`src/sv/swm_pkg.sv`:
```
// ----------------------------------------------------------------------------
// swm_pkg: shared types and constants of the sliding window median
// Sample width, default window length, request codes and the link record
// that runs between neighboring cells of the sorted window.
// ----------------------------------------------------------------------------
package swm_pkg;

  // data path width, signed Q16.16
  localparam int unsigned DataW = 32;

  // default window length
  localparam int unsigned DefWindow = 7;

  // request codes
  typedef enum logic [0:0] {
    REQ_SAMPLE = 1'b0,
    REQ_FILL   = 1'b1
  } swm_req_e;

  // data handed from one cell to its right neighbor
  typedef struct packed {
    logic                    found;       // oldest slot seen at or left of this cell
    logic                    hit;         // insert point seen at or left of this cell
    logic signed [DataW-1:0] kept_value;  // value of this kept position
  } swm_link_t;

endpackage

```
`src/sv/swm_if.sv`:
```
// ----------------------------------------------------------------------------
// swm interfaces: valid/ready channels of the sliding window median
// One interface for the sample channel and one for the median channel.
// ----------------------------------------------------------------------------
interface swm_in_if import swm_pkg::*; ();
  logic                    valid;
  logic                    ready;
  swm_req_e                req_type;
  logic signed [DataW-1:0] sample_value;

  modport source (output valid, output req_type, output sample_value, input ready);
  modport sink   (input valid, input req_type, input sample_value, output ready);
endinterface

interface swm_out_if import swm_pkg::*; ();
  logic                    valid;
  logic                    ready;
  logic signed [DataW-1:0] median_value;

  modport source (output valid, output median_value, input ready);
  modport sink   (input valid, input median_value, output ready);
endinterface

```
`src/sv/swm_cell.sv`:
```
// ----------------------------------------------------------------------------
// swm_cell: one slot of the sorted window
// Holds a value and its age. On a sample it takes its new contents from
// itself, its neighbors or the sample, so the row drops the oldest slot and
// inserts the new one in the same update.
// ----------------------------------------------------------------------------
module swm_cell import swm_pkg::*; #(
  parameter int unsigned WINDOW = DefWindow,
  parameter int unsigned IDX    = 0,
  localparam int unsigned AgeW  = $clog2(WINDOW)
) (
  input  logic                    clk_i,
  input  logic                    rst_ni,
  input  logic                    en_i,
  input  logic                    fill_i,
  input  logic signed [DataW-1:0] sample_i,
  input  swm_link_t               left_i,
  input  logic [AgeW-1:0]         left_age_i,
  input  logic signed [DataW-1:0] right_value_i,
  input  logic [AgeW-1:0]         right_age_i,
  output swm_link_t               right_o,
  output logic [AgeW-1:0]         right_age_o,
  output logic signed [DataW-1:0] value_o,
  output logic [AgeW-1:0]         age_o
);

  localparam logic [AgeW-1:0] OldAge   = AgeW'(WINDOW - 1);
  localparam logic [AgeW-1:0] ResetAge = AgeW'(IDX);
  localparam logic            IsLast   = (IDX == WINDOW - 1);

  logic signed [DataW-1:0] value_q, value_d;
  logic [AgeW-1:0]         age_q, age_d;
  logic                    found;
  logic                    greater;
  logic signed [DataW-1:0] kept_value;
  logic [AgeW-1:0]         kept_age;

  // slots right of the dropped one shift left by one
  assign found      = left_i.found | (age_q == OldAge);
  assign kept_value = found ? right_value_i : value_q;
  assign kept_age   = found ? right_age_i : age_q;

  // insert before the first kept value strictly greater than the sample
  assign greater = IsLast | (sample_i < kept_value);

  assign right_o.found      = found;
  assign right_o.hit        = left_i.hit | greater;
  assign right_o.kept_value = kept_value;
  assign right_age_o        = kept_age;

  // next slot contents
  always_comb begin
    value_d = value_q;
    age_d   = age_q;
    if (fill_i) begin
      value_d = sample_i;
    end else if (left_i.hit) begin
      value_d = left_i.kept_value;
      age_d   = left_age_i + AgeW'(1);
    end else if (greater) begin
      value_d = sample_i;
      age_d   = '0;
    end else begin
      value_d = kept_value;
      age_d   = kept_age + AgeW'(1);
    end
  end

  // slot registers
  always_ff @(posedge clk_i or negedge rst_ni) begin
    if (!rst_ni) begin
      value_q <= '0;
      age_q   <= ResetAge;
    end else if (en_i) begin
      value_q <= value_d;
      age_q   <= age_d;
    end
  end

  assign value_o = value_q;
  assign age_o   = age_q;

endmodule

```
`src/sv/sliding_window_median_core.sv`:
```
// ----------------------------------------------------------------------------
// sliding_window_median_core: running median over the last WINDOW samples
// A row of cells keeps the window sorted with age tags; the median is read
// from the middle of the row and held until the sink takes it.
// ----------------------------------------------------------------------------
//
//  channel    dir  payload                       transaction
//  ---------  ---  ----------------------------  ------------------------------
//  sample_i   in   req_type, sample_value        sample or fill request
//  result_o   out  median_value                  median after each sample
//
//  One request per cycle unless a median waits unread: the whole cell row
//  updates in the cycle the request is taken; the median shows the next cycle.
//  A fill request updates every value and gives no median.
//  Reset clears all values to zero and sets each age to its slot index.
//  While a median waits on result_o, a new request is taken only in the
//  cycle the median is taken.
//
module sliding_window_median_core import swm_pkg::*; #(
  parameter int unsigned WINDOW = DefWindow,
  localparam int unsigned AgeW  = $clog2(WINDOW)
) (
  input  logic      clk_i,
  input  logic      rst_ni,
  swm_in_if.sink    sample_i,
  swm_out_if.source result_o
);

  localparam int unsigned MidHi = WINDOW / 2;
  localparam int unsigned MidLo = (WINDOW - 1) / 2;

  logic                    accept;
  logic                    fill;
  logic                    out_valid_q, out_valid_d;
  swm_link_t               link   [WINDOW+1];
  logic [AgeW-1:0]         kage   [WINDOW+1];
  logic signed [DataW-1:0] value  [WINDOW+1];
  logic [AgeW-1:0]         age    [WINDOW+1];
  logic signed [DataW:0]   mid_sum;

  // handshake
  assign sample_i.ready = !out_valid_q || result_o.ready;
  assign accept         = sample_i.valid && sample_i.ready;
  assign fill           = (sample_i.req_type == REQ_FILL);

  // boundary of the cell row
  assign link[0]       = '0;
  assign kage[0]       = '0;
  assign value[WINDOW] = '0;
  assign age[WINDOW]   = '0;

  // sorted window
  for (genvar i = 0; i < WINDOW; i++) begin : g_cell
    swm_cell #(
      .WINDOW (WINDOW),
      .IDX    (i)
    ) u_cell (
      .clk_i         (clk_i),
      .rst_ni        (rst_ni),
      .en_i          (accept),
      .fill_i        (fill),
      .sample_i      (sample_i.sample_value),
      .left_i        (link[i]),
      .left_age_i    (kage[i]),
      .right_value_i (value[i+1]),
      .right_age_i   (age[i+1]),
      .right_o       (link[i+1]),
      .right_age_o   (kage[i+1]),
      .value_o       (value[i]),
      .age_o         (age[i])
    );
  end

  // median, mean of the two middle slots floored for an even window
  assign mid_sum = {value[MidLo][DataW-1], value[MidLo]}
                 + {value[MidHi][DataW-1], value[MidHi]};
  assign result_o.median_value = mid_sum[DataW:1];

  // result valid
  always_comb begin
    out_valid_d = out_valid_q;
    if (accept) begin
      out_valid_d = !fill;
    end else if (result_o.ready) begin
      out_valid_d = 1'b0;
    end
  end

  always_ff @(posedge clk_i or negedge rst_ni) begin
    if (!rst_ni) begin
      out_valid_q <= 1'b0;
    end else begin
      out_valid_q <= out_valid_d;
    end
  end

  assign result_o.valid = out_valid_q;

endmodule
```
`src/flat_wrapper.sv`:
```
// flat-port wrapper written by rule: the top's interface ports become plain ports
module sliding_window_median_core_flat import swm_pkg::*;
#(
  parameter int unsigned WINDOW = DefWindow,
  localparam int unsigned AgeW  = $clog2(WINDOW)
)
  (clk_i, rst_ni, sample_i_valid, sample_i_req_type, sample_i_sample_value, sample_i_ready, result_o_valid, result_o_median_value, result_o_ready);
  swm_in_if sample_i_i ();
  swm_out_if result_o_i ();
  input  logic clk_i;
  input  logic rst_ni;
  input wire logic [$bits(sample_i_i.valid)-1:0] sample_i_valid;
  input wire logic [$bits(sample_i_i.req_type)-1:0] sample_i_req_type;
  input wire logic [$bits(sample_i_i.sample_value)-1:0] sample_i_sample_value;
  output wire logic [$bits(sample_i_i.ready)-1:0] sample_i_ready;
  output wire logic [$bits(result_o_i.valid)-1:0] result_o_valid;
  output wire logic [$bits(result_o_i.median_value)-1:0] result_o_median_value;
  input wire logic [$bits(result_o_i.ready)-1:0] result_o_ready;
  assign sample_i_i.valid = sample_i_valid;
  assign sample_i_i.req_type = sample_i_req_type;
  assign sample_i_i.sample_value = sample_i_sample_value;
  assign sample_i_ready = sample_i_i.ready;
  assign result_o_valid = result_o_i.valid;
  assign result_o_median_value = result_o_i.median_value;
  assign result_o_i.ready = result_o_ready;
  sliding_window_median_core #(.WINDOW(WINDOW)) u_core (.clk_i(clk_i), .rst_ni(rst_ni), .sample_i(sample_i_i), .result_o(result_o_i));
endmodule
```
`config.mk`:
```
export PLATFORM = sky130hd
export DESIGN_NAME = sliding_window_median_core_flat
export DESIGN_NICKNAME = d
export VERILOG_FILES = /design/src/sv/swm_pkg.sv /design/src/sv/swm_if.sv /design/src/sv/swm_cell.sv /design/src/sv/sliding_window_median_core.sv /design/src/flat_wrapper.sv
export SDC_FILE = /design/constraint.sdc
export NUM_CORES = 1
export LEC_CHECK = 0
export BUFFER_PORTS_ARGS = -buffer_cell sky130_fd_sc_hd__clkbuf_2
export CORE_ASPECT_RATIO = 0.9
export CORE_MARGIN = 8
export CORE_UTILIZATION = 35
export DETAILED_ROUTE_END_ITERATION = 12
export PLACE_DENSITY_LB_ADDON = 0.25
export SYNTH_ARGS = -nofsm -noshare
export SYNTH_HDL_FRONTEND = slang
export SYNTH_SLANG_ARGS = --single-unit
```
`constraint.sdc`:
```
create_clock -name clk_i -period 10.3 [get_ports clk_i]
set_clock_uncertainty 0.1 [all_clocks]
set_input_delay 0 -clock clk_i [delete_from_list [all_inputs] [get_ports clk_i]]
set_output_delay 0 -clock clk_i [all_outputs]
set_load 0.05 [all_outputs]
```
# ---- After elaboration in Yosys (flattened, before gate mapping)
# Cells that the tools add are included.
dict set report classes {
  n_addsub 7
  n_lt_le_gt_ge 6
  n_eq_ne 6
  muxes 45
  n_bitwise 11
  n_reduce_logical 6
}
# operator count
set op_table {}
lappend op_table {{$mux 32} 25}
lappend op_table {{$lt 32x32->1} 6}
lappend op_table {{$mux 3} 18}
lappend op_table {{$add 32x32->33} 1}
lappend op_table {{$add 3x1->3 const B} 6}
lappend op_table {{$eq 3x3->1 const B} 6}
lappend op_table {{$or 1x1->1} 10}
lappend op_table {{$logic_not 1->1} 2}
lappend op_table {{$mux 1} 2}
lappend op_table {{$reduce_and 2->1} 1}
lappend op_table {{$reduce_bool 2->1} 1}
lappend op_table {{$logic_and 1x1->1} 1}
lappend op_table {{$logic_or 1x1->1} 1}
lappend op_table {{$not 1->1} 1}
dict set report totals {
  reg_bits 246
  input_bits 37
}

# ---- Depth between registers and ports, before layout
dict set report depth {
  depth_word 11
  mapped_depth 19
  mapped_depth_nobuf 15
}

# ---- Cells and area by module
# Synthesis repeated with hierarchy kept, for this count alone.
dict set report unflattened {
  cells_unflattened 2819
  area_unflattened_um2 23691.5
}
# mod n_inst cells_each area_each_um2 seq_area_each_um2
set modules_own_cells {}
lappend modules_own_cells {{swm_cell at u_core.g_cell[3].u_cell ...} 2 439 3589.7 878.3}
lappend modules_own_cells {{swm_cell at u_core.g_cell[2].u_cell} 1 439 3588.4 877.1}
lappend modules_own_cells {{swm_cell at u_core.g_cell[0].u_cell} 1 439 3587.2 875.8}
lappend modules_own_cells {{swm_cell at u_core.g_cell[1].u_cell} 1 445 3533.4 877.1}
lappend modules_own_cells {{swm_cell at u_core.g_cell[4].u_cell} 1 407 3518.4 877.1}
lappend modules_own_cells {{swm_cell at u_core.g_cell[6].u_cell} 1 205 2224.6 878.3}
lappend modules_own_cells {sliding_window_median_core 1 6 60.1 25.0}

# ---- Worst setup path before layout
# OpenSTA, ideal clock, no wires.
dict set report synth_path {
  kind {register -> register}
  startpoint {reg u_core.g_cell[0].u_cell.age_q[0]}
  endpoint {reg u_core.g_cell[4].u_cell.value_q[10]}
  setup_ns 0.087
  arrival_time_ns 4.865
  required_ns 10.113
  path_slack_ns 5.249
  path_stages_with_launch 19
  synth_period_minus_slack_ns 5.051
  path_cell_list {dfrtp_1 -> nand3b_1 -> buf_2 -> nand2_1 -> clkbuf_1 -> clkbuf_1 -> mux2i_1 -> ha_1 -> a21o_1 -> a21oi_1 -> a31o_1 -> a21oi_2 -> or4_1 -> a222oi_1 -> buf_2 -> nand3_1 -> buf_2 -> a211o_1 -> o211ai_1}
}
dict set report synth_between {
  elab_chain_cells 10
  word_cells_on_any_way 21
  classes_between {order compare: 5; eq/ne: 1; mux: 8; bitwise: 7}
}
# element line
set synth_lines {}
lappend synth_lines {{start, declared} swm_cell.sv:32} ;# logic [AgeW-1:0] age_q, age_d;
lappend synth_lines {{start signal, assigned} swm_cell.sv:73} ;# age_q <= ResetAge;
lappend synth_lines {{start signal, assigned} swm_cell.sv:76} ;# age_q <= age_d;
lappend synth_lines {{$eq 3x3->1 *} swm_cell.sv:39} ;# assign found = left_i.found | (age_q == OldAge);
lappend synth_lines {{$or 1x1->1 (4 in series)} swm_cell.sv:39}
lappend synth_lines {{$mux 32} swm_cell.sv:40} ;# assign kept_value = found ? right_value_i : value_q;
lappend synth_lines {{$lt 32x32->1} swm_cell.sv:44} ;# assign greater = IsLast | (sample_i < kept_value);
lappend synth_lines {{$mux 32} swm_cell.sv:60} ;# end else if (greater) begin
lappend synth_lines {{$mux 32 *} swm_cell.sv:57} ;# end else if (left_i.hit) begin
lappend synth_lines {{$mux 32 *} swm_cell.sv:55} ;# if (fill_i) begin
lappend synth_lines {{end signal, assigned} swm_cell.sv:75} ;# value_q <= value_d;
lappend synth_lines {{end, declared} swm_cell.sv:31} ;# logic signed [DataW-1:0] value_q, value_d;
# Mark *: on every way between the ends. The rest lies on a longest branch, timed or not.
# A chain may end at the register's enable or synchronous reset.

# ---- Final worst setup path
dict set report layout_path {
  startpoint {reg u_core.g_cell[0].u_cell.age_q[0]}
  endpoint {reg u_core.g_cell[5].u_cell.value_q[23]}
}
dict set report layout_between {
  elab_chain_cells 11
  word_cells_on_any_way 25
  classes_between {order compare: 6; eq/ne: 1; mux: 9; bitwise: 9}
}
# element line
set layout_lines {}
lappend layout_lines {{$eq 3x3->1 *} swm_cell.sv:39}
lappend layout_lines {{$or 1x1->1 (5 in series)} swm_cell.sv:39}
lappend layout_lines {{$mux 32} swm_cell.sv:40}
lappend layout_lines {{$lt 32x32->1} swm_cell.sv:44}
lappend layout_lines {{$mux 32} swm_cell.sv:60}
lappend layout_lines {{$mux 32 *} swm_cell.sv:57}
lappend layout_lines {{$mux 32 *} swm_cell.sv:55}
lappend layout_lines {{end signal, assigned} swm_cell.sv:75}
lappend layout_lines {{end, declared} swm_cell.sv:31}
# Marks and branches as above.

==> metrics.txt <==
via count=18890; DP Area=between 0.02 and 0.025 mm2; ANT nets after route=0; number of flops mapped to enable cells by yosys=0; synthesis-stage register bit count=246; MaxCap Viol Count=0; Die X=267.1 um; startpoint types=flop; cells after synthesis=2318; fraction of layout cells with a size suffix above 1=9.333%; I/O pin total=71; first-pass GRT wire length=113900 um; Pwr Density=374.7 mW/mm2; clock sink total=246; commonest non-fill, non-tap cell in the layout=dfrtp_1; Setup TNS=0 ns; syn_area_per_cell=8.568 um2; DR DRC count=0; max_slew headroom=15.34%; most frequent cells in the layout=dfrtp_1, nand2_1, nor2_1; GRT Util Overall=between 20% and 30%; die area=0.06463 mm2; R2R Path Start=u_core.g_cell[0].u_cell.age_o[0]$_DFFE_PN0P_; final non-filler cell total=3090; Crit-path slowest cell=nand4_1; placed insts=2992; post-route setup slack=2.739 ns; CTS tree=built; IR drop worst, VDD=213.0 uV; Tmin final=7.561 ns; Synth async-reset ratio=100.0%; Initial Util=35.09%; worst slew pin tran=1.270 ns; WP data arrival=7.87 ns; CTS buffer count=35; Netlist Area Pre-Place=slightly below 0.02 mm2; final worst path period share=73.41%; fill cell count=5699; Place WS=2.801 ns; initial antenna violation count=0; vias in the first global route=18890; CP Data Required Time=10.61 ns; clk root buf=clkbuf_16; Reg2Reg Setup Slack=2.74 ns; Layout Nets=2529; CP Class=flop to flop; CTS max path bufs=3; Ant. Diodes=0; DRT Pass-1 Iters=6; RSZ-0062 raised after global routing=no; fin. max-slew vios=0; critical path peak fanout=39; Detailed Place HPWL=about 50000 um; vias per cell=6.115; largest net degree at the start of global routing=192; Most common cell on crit path=buf_4; critical path endpoint category=flop; DR iter-0 viols=1931; syn_nets=2547; Static Leak=0.009300 uW; Register-to-Register Path Depth=18; status=finished clean; YS warnings=0; number of port buffers=70; WL per Instance=23.45 um; Die Ht=242.0 um; HP Class=input pin to async pin; r2r endpoint=u_core.g_cell[5].u_cell.value_o[23]$_DFFE_PN0P_; GPL Wtd Cong=0.8600; cell row count=83; final setup fails=0; Final Hold Vio Count=0; sequential area share after synthesis=31.05%; Final Power=about 8300 uW; cell chain of the critical path=nand3b_1, nand4_1, buf_4, nand2b_2, buf_4, mux2i_1, ha_1, o211ai_1, nor4_1, nand3_1, a211oi_1, o21ai_0, a22oi_2, buf_4, and3_1, nand2b_1, buf_4, o211ai_1; post-route design area=0.02222 mm2; area grow syn2layout=11.86%; CORE AREA=0.05660 mm2; Routed WL=72470 um; slowest cell delay on critical path=0.89 ns; count of cell types in the netlist=67; Clock Latency Late Sink=approximately 0.56 ns; Reg clk slew, reported paths=0.05 ns; crit path launch=u_core.g_cell[0].u_cell.age_o[0]$_DFFE_PN0P_; global route overflow=0; H-tree levels=2; Max Freq=132.3 MHz; Top FF cell, synth=dfrtp_1
[synth_stat cells, types with 26 or more instances]
master    number  share of area [%]
inv_1         58                1.1
o22ai_1       37                1.2
o211ai_1      91                3.4
nand2b_1      50                1.6
a221oi_1      52                2.3
nor2_1       228                4.3
a21oi_1       71                1.8
buf_2         26               0.66
a31oi_1       39                1.2
clkbuf_1     141                2.7
a211oi_1      36                1.4
mux2i_1      179                9.0
nand4_1       37                1.2
dfrtp_1      237                 30
a211o_1       34                1.5
a22oi_1      101                3.8
nand2_1      238                4.5
ha_1         192                 12
o21ai_0      173                4.4
a21o_1        38                1.4
mux2_2        35                2.0
[per-stage QoR]
step | util, % | hold WS [ns]
finish | 39.25 | 0.01493
global route | 39.25 | 0.09626
CTS | 39.25 | 0.07044
detailed placement | 36.72 | 0.04489
global placement | 36.72 | 0.04448
floorplan | - | -0.3956
[worst max path at each step]
stage	end	slack (ns)
after floorplan	u_core.g_cell[4].u_cell.value_o[10]$_DFFE_PN0P_	5.25
after global placement	u_core.g_cell[5].u_cell.value_o[23]$_DFFE_PN0P_	2.92
after detailed placement	u_core.g_cell[5].u_cell.value_o[23]$_DFFE_PN0P_	2.80
after CTS	u_core.g_cell[5].u_cell.value_o[23]$_DFFE_PN0P_	2.73
after global routing	u_core.g_cell[5].u_cell.value_o[23]$_DFFE_PN0P_	2.23
final	u_core.g_cell[5].u_cell.value_o[23]$_DFFE_PN0P_	2.74
[metal layers]
layer / part of all wire (%) / vias to the layer above / GRT usage [%]
li1: - / 8685 / -
met1: 46 / 9263 / 31.57
met2: 42 / 811 / 31.68
met3: 8.3 / 135 / 4.616
met4: 3.4 / 0 / 8.365
met5: 0 / - / 0
[state kept, by name (all words and copies together) (netlist names)]
name and count:
u_core.g_cell.u_cell.value_o 224, u_core.g_cell.u_cell.age_o 21, u_core.result_o.valid 1
[layout make-up]
cell class	count	area, um2	share of cell area, %
clock buffers	56	1026	4.618
clock inverters	6	48.80	0.2196
inverters	59	221.5	0.9968
multi-input cells	1820	12810	57.66
flip-flops and latches	246	6167	27.76
well taps	765	957.2	4.308
repair buffers	138	985.9	4.438
[power breakdown]
group	internal [uW]	total (uW)	switching (uW)
Combinational	1930	5320	3390
Clock	684	1170	490
Sequential	1370	1830	453
[logic make-up (layout without fill, tap and decap cells)]
| family | count (synthesis) | count (layout) | synth area share, % |
|---|---|---|---|
| mux | 214 | 214 | 11.01 |
| buf+inv | 252 | 259 | 5.046 |
| compound gates | 752 | 752 | 25.74 |
| simple gates | 653 | 653 | 14.67 |
| fa+ha+maj | 192 | 192 | 12.10 |
| xor+xnor | 9 | 9 | 0.3969 |
| flops | 246 | 246 | 31.05 |
[what timing repair did]
action	in CTS	in global routing
setup buffers	0	0
endpoints found under the hold margin	299	0
resized for setup	0	0
hold buffers	36	0
[worst max-delay path: cells and delay by family (launching register included)]
kind | cells | cell delay (ns)
multiplexers | 1 | 0.30
flip-flops | 1 | 0.43
AO/OA/AOI/OAI | 5 | 1.10
adder cells (fa/ha/maj) | 1 | 0.24
AND/OR/NAND/NOR | 7 | 3.40
buffers and inverters | 4 | 1.76
(Power assumes the default switching activity.)
